### src/sv/twodp_pkg.sv
`default_nettype none

package twodp_pkg;

  // field widths of the words on both channels
  localparam int VALUE_W   = 16;
  localparam int DIFF_W    = 17;
  localparam int PROD_W    = 33;
  localparam int ACC_W     = 40;
  localparam int IDX_W     = 6;
  localparam int MODE_W    = 2;
  localparam int CFG_W     = 7;
  localparam int CFG_IDX_W = 2;

  // input word modes
  localparam logic [MODE_W-1:0] MODE_SAMPLE = 2'd0;
  localparam logic [MODE_W-1:0] MODE_MEAN   = 2'd1;
  localparam logic [MODE_W-1:0] MODE_EIGEN  = 2'd2;

  // configuration register indexes
  localparam logic [CFG_IDX_W-1:0] REG_NUM_ROWS    = 2'd0;
  localparam logic [CFG_IDX_W-1:0] REG_NUM_COLS    = 2'd1;
  localparam logic [CFG_IDX_W-1:0] REG_NUM_OUTPUTS = 2'd2;

  // controls from the sequencer to the shared mac
  typedef struct packed {
    logic diff_en;
    logic mul_en;
    logic first;
  } mac_ctrl_t;

endpackage

`default_nettype wire

### src/sv/twodp_mac.sv
`default_nettype none

module twodp_mac (
  input  wire logic                                  clk_i,
  input  wire twodp_pkg::mac_ctrl_t                  ctrl_i,
  input  wire logic signed [twodp_pkg::VALUE_W-1:0]  sample_i,
  input  wire logic signed [twodp_pkg::VALUE_W-1:0]  mean_i,
  input  wire logic signed [twodp_pkg::VALUE_W-1:0]  coef_i,
  input  wire logic [twodp_pkg::ACC_W-1:0]           acc_i,
  output logic [twodp_pkg::ACC_W-1:0]                sum_o
);
  import twodp_pkg::*;

  logic signed [DIFF_W-1:0] diff_q;
  logic signed [PROD_W-1:0] prod_q;
  logic [ACC_W-1:0]         base;

  always_ff @(posedge clk_i) begin
    if (ctrl_i.diff_en) begin
      diff_q <= DIFF_W'(sample_i) - DIFF_W'(mean_i);
    end
    if (ctrl_i.mul_en) begin
      prod_q <= PROD_W'(diff_q) * PROD_W'(coef_i);
    end
  end

  // first column of a row starts a fresh sum
  assign base  = ctrl_i.first ? '0 : acc_i;
  assign sum_o = base + {{(ACC_W-PROD_W){prod_q[PROD_W-1]}}, prod_q};

endmodule

`default_nettype wire
### config.mk
export PLATFORM = sky130hd
export DESIGN_NAME = twodp_mac
export DESIGN_NICKNAME = d
export VERILOG_FILES = /design/src/sv/twodp_pkg.sv /design/src/sv/twodp_mac.sv
export SDC_FILE = /design/constraint.sdc
export NUM_CORES = 1
export LEC_CHECK = 0
export ABC_AREA = 1
export BUFFER_PORTS_ARGS = -buffer_cell sky130_fd_sc_hd__buf_2
export CORE_MARGIN = 1.5
export CORE_UTILIZATION = 31
export DETAILED_ROUTE_END_ITERATION = 8
export PLACE_DENSITY = 0.57
export SLEW_MARGIN = 10
export SYNTH_ARGS = -nofsm -noshare
export SYNTH_HDL_FRONTEND = slang
export SYNTH_SLANG_ARGS = --single-unit
### constraint.sdc
create_clock -name clk_i -period 12.9 [get_ports clk_i]
set_input_delay 3.225 -clock clk_i [delete_from_list [all_inputs] [get_ports clk_i]]
set_output_delay 3.225 -clock clk_i [all_outputs]
set_load 0.01 [all_outputs]
Word level (Yosys, flattened, before mapping)
Cells that the tools add are included.
W data, S select, Z words.
{ "classes": {"bitwise": 0, "div": 0, "n_lt_le_gt_ge": 0, "n_mul": 1, "addsub": 2, "shifts": 0, "eq_ne": 0, "reduce_logical": 0, "muxes": 1} }
{ "op_table": {"columns": ["cell", "n"], "rows": [
  ["$add A40 B40 Y40", 1],
  ["$mux W40", 1],
  ["$mul A17 B16 Y33", 1],
  ["$sub A16 B16 Y17", 1]
]} }
{ "word_totals": {"out_inout_bits": 40, "latch_bits": 0, "elab_cells": 6, "inputBits": 92, "ram_bits": 0, "romBits": 0, "mem_count": 0, "ff_bits": 50} }

Logic depth before layout (Yosys ltp)
Gate-level depths: netlist of run 1.
{ "logic_depth": {"word_depth": 2, "ltp_mapped": 27, "ltp_nobuf": 25} }

Worst setup path before layout of run 1
No wires, ideal clock.
{ "synth_path": {"path_type": "input-to-reg", "from": "input coef_i[5] (netlist bit)", "to": "register prod_q[32] (data pin)", "n_path_buf": 2, "slack_ns": 4.317, "stages": 22, "required_ns": 12.648, "arrival_ns": 8.331, "setup_time_ns": 0.252, "cell_sequence": "clkbuf_1 > clkbuf_1 > nand2_1 > fa_1 > inv_1 > fa_1 > inv_1 > fa_1 > fa_1 > inv_1 > fa_1 > inv_1 > fa_1 > inv_1 > ha_1 > nand2_1 > nor2_1 > nand2_1 > nor3_1 > a21oi_1 > nand2_1 > nand2_1"} }
{ "synth_between": {"elab_chain_len": 1} }
{ "synth_rtl": {"columns": ["element", "line_no", "rtl"], "rows": [
  ["start: declaration", "twodp_mac.sv:8", "input wire logic signed [twodp_pkg::VALUE_W-1:0] coef_i,"],
  ["$mul A17 B16 Y33", "twodp_mac.sv:23", "prod_q <= PROD_W'(diff_q) * PROD_W'(coef_i);"],
  ["end signal: assignment", "twodp_mac.sv:23", null],
  ["end: declaration", "twodp_mac.sv:15", "logic signed [PROD_W-1:0] prod_q;"]
]} }
Every way passes these cells.
A chain may end at the register's enable or synchronous reset.

Final worst setup path of run 1
{ "layout_path": {"from": "input ctrl_i[0] (netlist bit)", "to": "output sum_o[18] (netlist bit)"} }
{ "layout_between": {"elab_chain_len": 2} }
{ "layout_rtl": {"columns": ["element", "line_no", "rtl"], "rows": [
  ["start: declaration", "twodp_mac.sv:5", "input wire twodp_pkg::mac_ctrl_t ctrl_i,"],
  ["$mux W40", "twodp_mac.sv:28", "assign base = ctrl_i.first ? '0 : acc_i;"],
  ["$add A40 B40 Y40", "twodp_mac.sv:29", "assign sum_o = base + {{(ACC_W-PROD_W){prod_q[PROD_W-1]}}, prod_q};"],
  ["end: declaration", "twodp_mac.sv:10", "output logic [twodp_pkg::ACC_W-1:0] sum_o"]
]} }
Every way passes these cells.

==> flow_summary_export.csv, run 1 <==
group,metric,value,unit
logic_synthesis,syn-mean-instance-area,6.85,um^2
hold_path,hold_path.class,"reg2reg",
placement,dp.final_hpwl,40100,um
grt,antenna_violations_before_repair,0,
sta,finalWorstPathRequiredPeriod,9.24,ns
logic_synthesis,yosys.cell_types.count,33,
floorplanning,core.rowCount,86,
clocking,clock_root_buffer_master,"clkbuf_16",
worst_setup_path,endpoint_kind,"output pin",
hold_path,timing.hold.worst.start,"diff_q[0]",
sta,drv_slew,0,
run,maxCapViolations,0,
worst_setup_path,critPathArrivalTime,6.02,ns
floorplanning,boundaryPins,132,
worst_setup_path,path_depth,17,
clocking,numCtsBuffers,5,
final_layout,multi_input_comb_area,12800,um^2
grt,grt_start_max_net_pins,40,
status,result_of_the_run,"complete, no violations",
worst_setup_path,rr_startpoint,"diff_q[16]",
sta,grt_setup_unrepaired,"false",
route,drc,0,
worst_setup_path,path_common_cell,"nand2_1",
grt,grt_first_pass_wirelength,76100,um
route,drt_first_iter_violations,758,
placement,gp_routability_congestion,0.932,
sta,fin_tns_setup,0,ns
clocking,cts_tree,"yes",
route,vias,14601,
final_layout,layout.nets,3108,
sta,slew_margin_rel,0.449,
worst_setup_path,crit_chain,"buf_2, nor2_1, ha_1, inv_1, fa_1, inv_1, nand3_1, nand3_2, nand2_1, nand2_2, nand3_1, nand2_2, nand2_1, nand2_1, nand2_1, nand2_1, buf_2",
worst_setup_path,worstPathRequired,9.68,ns
logic_synthesis,synth.net_count,3034,
clocking,post_cts_resized,0,
final_layout,synthToLayoutAreaGrowth,8.78,%
worst_setup_path,critPathMaxStageDelay,0.47,ns
worst_setup_path,critical_path_peak_fanout,39,
logic_synthesis,syn-cell-area,17300,um^2
worst_setup_path,r2r_depth,20,
route,route.detailed.vias_per_inst,4.36,
sta,finalClockSkew,0.0319,ns
grt,grt-ovfl-total,0,
route,routed_wire_length_per_instance,13.6,um
worst_setup_path,critical-path-slowest-cell,"fa_1",
route,drt_wl_total,45500,um
sta,fin_hold_viols,0,
worst_setup_path,crit_path_start_kind,"input pin",
final_layout,area.sequential,1500,um^2
logic_synthesis,synthDominantAreaCellType,"fa_1",
clocking,clock_tree.buffer_depth,2,
logic_synthesis,synth_top_cells_by_area,"fa_1 (32%), nand2_1 (17%), inv_1 (16%), ha_1 (10%), edfxtp_1 (8.7%)",
grt,grt_util_all_layers,0.166,
placement,place.port_buffers,131,
final_layout,final_layout_size_suffix_gt1_frac,0.0685,
worst_setup_path,rr_endpoint,"prod_q[32]",
final_layout,antenna_cells_inserted,0,
floorplanning,core,55100,um^2
sta,timing_worst_slew_pin_value,0.826,ns
floorplanning,die_w,239,um
sta,timing.fmax,108,MHz
logic_synthesis,synth_sequential_area_ratio,0.0868,
logic_synthesis,yosysWarningCount,0,
route,drt-pass1-iter-count,5,
logic_synthesis,synth_largest_type_area_fraction,0.322,
clocking,cts_hold_repair.buffers,0,
worst_setup_path,setup.worst_path.end,"sum_o[18]",
worst_setup_path,worst_r2r_setup_slack,6.53,ns
worst_setup_path,critical_path_class,"in2out",
clocking,cts_sinks,50,
floorplanning,initial_core_util,0.314,
sta,report.final.setup_viol,0,
clocking,worst_skew_pair.late_latency,0.34,ns
clocking,post-cts-setup-buffer-count,0,
floorplanning,floorplan.die_area,57200,um^2
floorplanning,die_height,239,um
worst_setup_path,critPathTopFamily,"simple AND/OR/NAND/NOR gates",
worst_setup_path,buffering_stage_count_on_the_worst_path_with_inverters_included,4,
sta,timing.final.crit_share,0.716,
logic_synthesis,synth_cells,2525,
grt,grt_pass1_vias,14998,
clocking,clk_pin_slew,0.10,ns
worst_setup_path,worst_setup_sp,"ctrl_i[0]",
clocking,htreeDepth,2,
hold_path,hold_path_depth,2,
route,drtAntennaViolNets,0,
final_layout,final.fill_count,6154,
logic_synthesis,synth.ff_latch_count,50,
-- synth_stat cells, drive strengths merged --
master,instances
edfxtp,50
inv,741
o31ai,1
o21a,3
ha,139
nor2,176
a21o,6
a21oi,72
nand2,780
xor2,41
clkbuf,63
o21bai,4
or2,7
nand3,78
o21ai,31
and2,1
buf,1
xnor2,10
nand4,25
fa,278
nand3b,3
nor3,15
-- layer usage --
| layer | GRT usage | wire length, um |
|---|---|---|
| met1 | 0.219 | 21500 |
| met2 | 0.296 | 21700 |
| met3 | 0.0156 | 1680 |
| met4 | 0.0303 | 658 |
| met5 | 0 | 0 |
-- per-stage QoR --
stage / instances / area, um^2 / util / hold slack, ns / worst slack [ns]
6_report: 3348 / 18800 / 0.342 / 1.04 / 3.66
5_1_grt: 3348 / 18800 / 0.342 / 1.09 / 3.40
4_1_cts: 3348 / 18800 / 0.342 / 1.04 / 3.59
3_5_place_dp: 3340 / 18600 / 0.339 / 1.06 / 3.59
3_3_place_gp: 3340 / 18600 / 0.339 / 1.07 / 3.62
2_1_floorplan: 2525 / 17300 / - / 0.604 / 4.32
-- kinds of logic (layout without fill, tap and decap cells) --
kind of cell	after synthesis	count (layout)	synth area share
AOI/OAI and AO/OA	117	117	0.0370
xor gates and xnor gates	51	51	0.0258
DFF	50	50	0.0868
buffers and inverters	805	880	0.175
and+or+nand+nor	1085	1085	0.253
adders and majority gates	417	417	0.422
-- layout by cell type (no fill, tap or decap), types with 2 or more instances in the layout --
cell         n
o21a_1       3
nand2_2      9
inv_1      739
o21ai_1      5
xor2_1      41
nand3_2      4
buf_2      131
or2_2        4
nor3_1      12
nor2_1     163
a21o_1       6
o21ai_0     25
nand3b_1     3
ha_1       139
nor2_2      12
o21bai_1     4
a21oi_1     68
edfxtp_1    50
nor3_2       2
clkbuf_16    5
nand3_1     74
inv_2        2
nand2_1    771
nand4_1     25
fa_1       278
or2_1        3
xnor2_1     10
a21oi_2      4
-- cell type report --
cell class,instances,area share
multi-input cells,1670,0.679
inverters,741,0.148
flip-flops and latches,50,0.0798
well taps,748,0.0497
repair buffers,131,0.0348
clock buffers,5,0.00665
clock inverters,3,0.00226
-- how the worst min path moves through the flow --
stage,slack [ns],endpoint
after floorplan,0.60,prod_q[0]
after global placement,1.07,prod_q[0]
after detailed placement,1.06,prod_q[0]
after CTS,1.04,prod_q[0]
after global routing,1.09,prod_q[0]
final,1.04,prod_q[0]
-- state kept, by name, summed over array words and instances (netlist names) --
signal  count
diff_q     17
prod_q     33
-- tightest hold or removal path, cell delays in order, from the launching register on --
cell	delay (ns)
edfxtp_1	0.70
nand2_1	0.15
inv_1	0.04
Power of run 1 is not shown: default switching activity piles up to over one toggle a cycle in this logic, so the estimate is an artifact.
==> run 2: changes to the inputs <==
--- a/config.mk
+++ b/config.mk
@@ -10,7 +10,7 @@
 export CORE_MARGIN = 1.5
 export CORE_UTILIZATION = 31
 export DETAILED_ROUTE_END_ITERATION = 8
-export PLACE_DENSITY = 0.57
+export PLACE_DENSITY = 0.58
 export SLEW_MARGIN = 10
 export SYNTH_ARGS = -nofsm -noshare
 export SYNTH_HDL_FRONTEND = slang
==> constraint.sdc (replaced) <==
create_clock -name clk_i -period 7.6 [get_ports clk_i]
set_input_delay 1.9 -clock clk_i [delete_from_list [all_inputs] [get_ports clk_i]]
set_output_delay 1.9 -clock clk_i [all_outputs]
set_load 0.01 [all_outputs]
==> run 2 against run 1 <==
Against the previous run:
- first-iteration DRC count down 19%
- utilization up 0.14 points
- global-route usage grew 0.22 points
- sequential cell count unchanged
- clock skew down 0.012 ns
- critical endpoint is now prod_q[31]
- largest cell class unchanged
- highest routed layer unchanged
==> flow_summary_export.csv, run 2 (synthesis gave the netlist of run 1 again) <==
group,metric,value,unit
status,result_of_the_run,"complete, no violations",
sta,drv_slew,0,
grt,grt_pass1_vias,15105,
clocking,cts_sinks,50,
final_layout,final_layout_size_suffix_gt1_frac,0.0713,
grt,grt-ovfl-total,0,
run,maxCapViolations,0,
grt,grt_start_max_net_pins,40,
sta,timing.fmax,142,MHz
worst_setup_path,crit_path_start_kind,"input pin",
clocking,cts_hold_repair.buffers,0,
final_layout,layout_common_cells,"nand2_1 (771), inv_1 (739), fa_1 (278)",
placement,cell_count_after_placement,3348,
clocking,clock_root_buffer_master,"clkbuf_16",
grt,antenna_violations_before_repair,0,
floorplanning,initial_core_util,0.314,
sta,finalClockSkew,0.0202,ns
hold_path,hold_path.class,"reg2reg",
route,drt_first_iter_violations,612,
route,drc,0,
route,drt_wl_total,45900,um
final_layout,synthToLayoutAreaGrowth,9.22,%
clocking,clock_tree.buffer_depth,2,
placement,dpl_worst_slack,0.177,ns
worst_setup_path,path_common_cell,"fa_1",
floorplanning,core.rowCount,86,
placement,dp.final_hpwl,40200,um
clocking,htreeDepth,2,
route,vias,14597,
route,route.detailed.vias_per_inst,4.35,
floorplanning,die_w,239,um
worst_setup_path,critical-path-slowest-cell,"fa_1",
floorplanning,die_height,239,um
clocking,post_cts_resized,0,
floorplanning,floorplan.die_area,57200,um^2
worst_setup_path,crit_chain,"buf_2, nand2_1, inv_1, fa_1, fa_1, inv_1, fa_1, fa_1, inv_1, fa_1, inv_1, fa_1, inv_1, ha_1, nand2_1, nor2_1, nand2_1, nor3_1, nand2_1, nand3_1, nand2_1",
clocking,cts_tree,"yes",
sta,fin_tns_setup,0,ns
final_layout,register_with_the_most_flip_flops,"prod_q",
floorplanning,boundaryPins,132,
sta,fin_hold_viols,0,
sta,final_critical_path_setup_slack,0.542,ns
clocking,worst_skew_pair.late_latency,0.33,ns
worst_setup_path,worstPathRequired,7.67,ns
sta,report.final.setup_viol,0,
grt,grt_first_pass_wirelength,76800,um
final_layout,most_common_cell_after_layout_fill_and_taps_aside,"nand2_1",
worst_setup_path,endpoint_kind,"flip-flop",
floorplanning,core,55100,um^2
grt,grt_util_all_layers,0.168,
worst_setup_path,critPathMaxStageDelay,0.64,ns
final_layout,layout.nets,3116,
final_layout,largest_register_ffs,33,
route,drt-pass1-iter-count,6,
clocking,clk_pin_slew,0.09,ns
final_layout,top_regs,"prod_q (33), diff_q (17)",
worst_setup_path,critical_path_class,"in2reg",
route,drtAntennaViolNets,0,
placement,place.port_buffers,131,
sta,slew_margin_rel,0.461,
sta,timing.final.crit_share,0.929,
clocking,post-cts-setup-buffer-count,0,
clocking,numCtsBuffers,5,
final_layout,layout.cells.non_filler,3357,
worst_setup_path,critical_path_peak_fanout,9,
sta,finalWorstPathRequiredPeriod,7.06,ns
sta,timing_worst_slew_pin_value,0.809,ns
placement,gp_routability_congestion,0.889,
route,routed_wire_length_per_instance,13.7,um
sta,grt_setup_unrepaired,"false",
worst_setup_path,critPathArrivalTime,7.13,ns
run 2: cell types whose count changed in the layout (fill, tap and decap cells not counted):
cell,before,now
diode_2,0,1
buf_12,0,1
buf_4,0,7
run 2: stage by stage:
step | utilization | hold slack, ns | area (um^2)
floorplan | - | 0.604 | 17300
global placement | 0.340 | 1.08 | 18700
detailed placement | 0.340 | 1.06 | 18700
CTS | 0.343 | 1.10 | 18900
global route | 0.343 | 1.13 | 18900
finish | 0.343 | 1.10 | 18900
run 2: metal layers:
| layer | wire length [um] | track usage | vias to the layer above |
|---|---|---|---|
| li1 | - | - | 7434 |
| met1 | 21500 | 0.224 | 6830 |
| met2 | 21900 | 0.295 | 292 |
| met3 | 1780 | 0.0180 | 41 |
| met4 | 653 | 0.0320 | 0 |
| met5 | 0 | 0 | - |
run 2: worst paths after layout:
kind / start / to / slack, ns / cells past startpoint
worst max-delay path: coef_i[1] / prod_q[31] / 0.54 / 21
worst min-delay path: diff_q[0] / prod_q[0] / 1.10 / 2
worst max register to register: diff_q[16] / prod_q[31] / 1.47 / 20
worst min register to register: diff_q[0] / prod_q[0] / 1.10 / 2
run 2: final cells by class:
cell class,instances,area [um^2]
diodes,1,2.50
clock buffers,5,125
clock inverters,3,42.5
fillers,6164,36200
inverters,741,2780
multi-input cells,1670,12800
flip-flops and latches,50,1500
well taps,748,936
repair buffers,139,728
run 2: critical path, delay by kind of cell:
family	cells	cell delay [ns]
adders and majority gates	7	3.54
and+or+nand+nor	8	1.03
buffers and inverters	6	0.61
Power of run 2 is left out for the same reason.
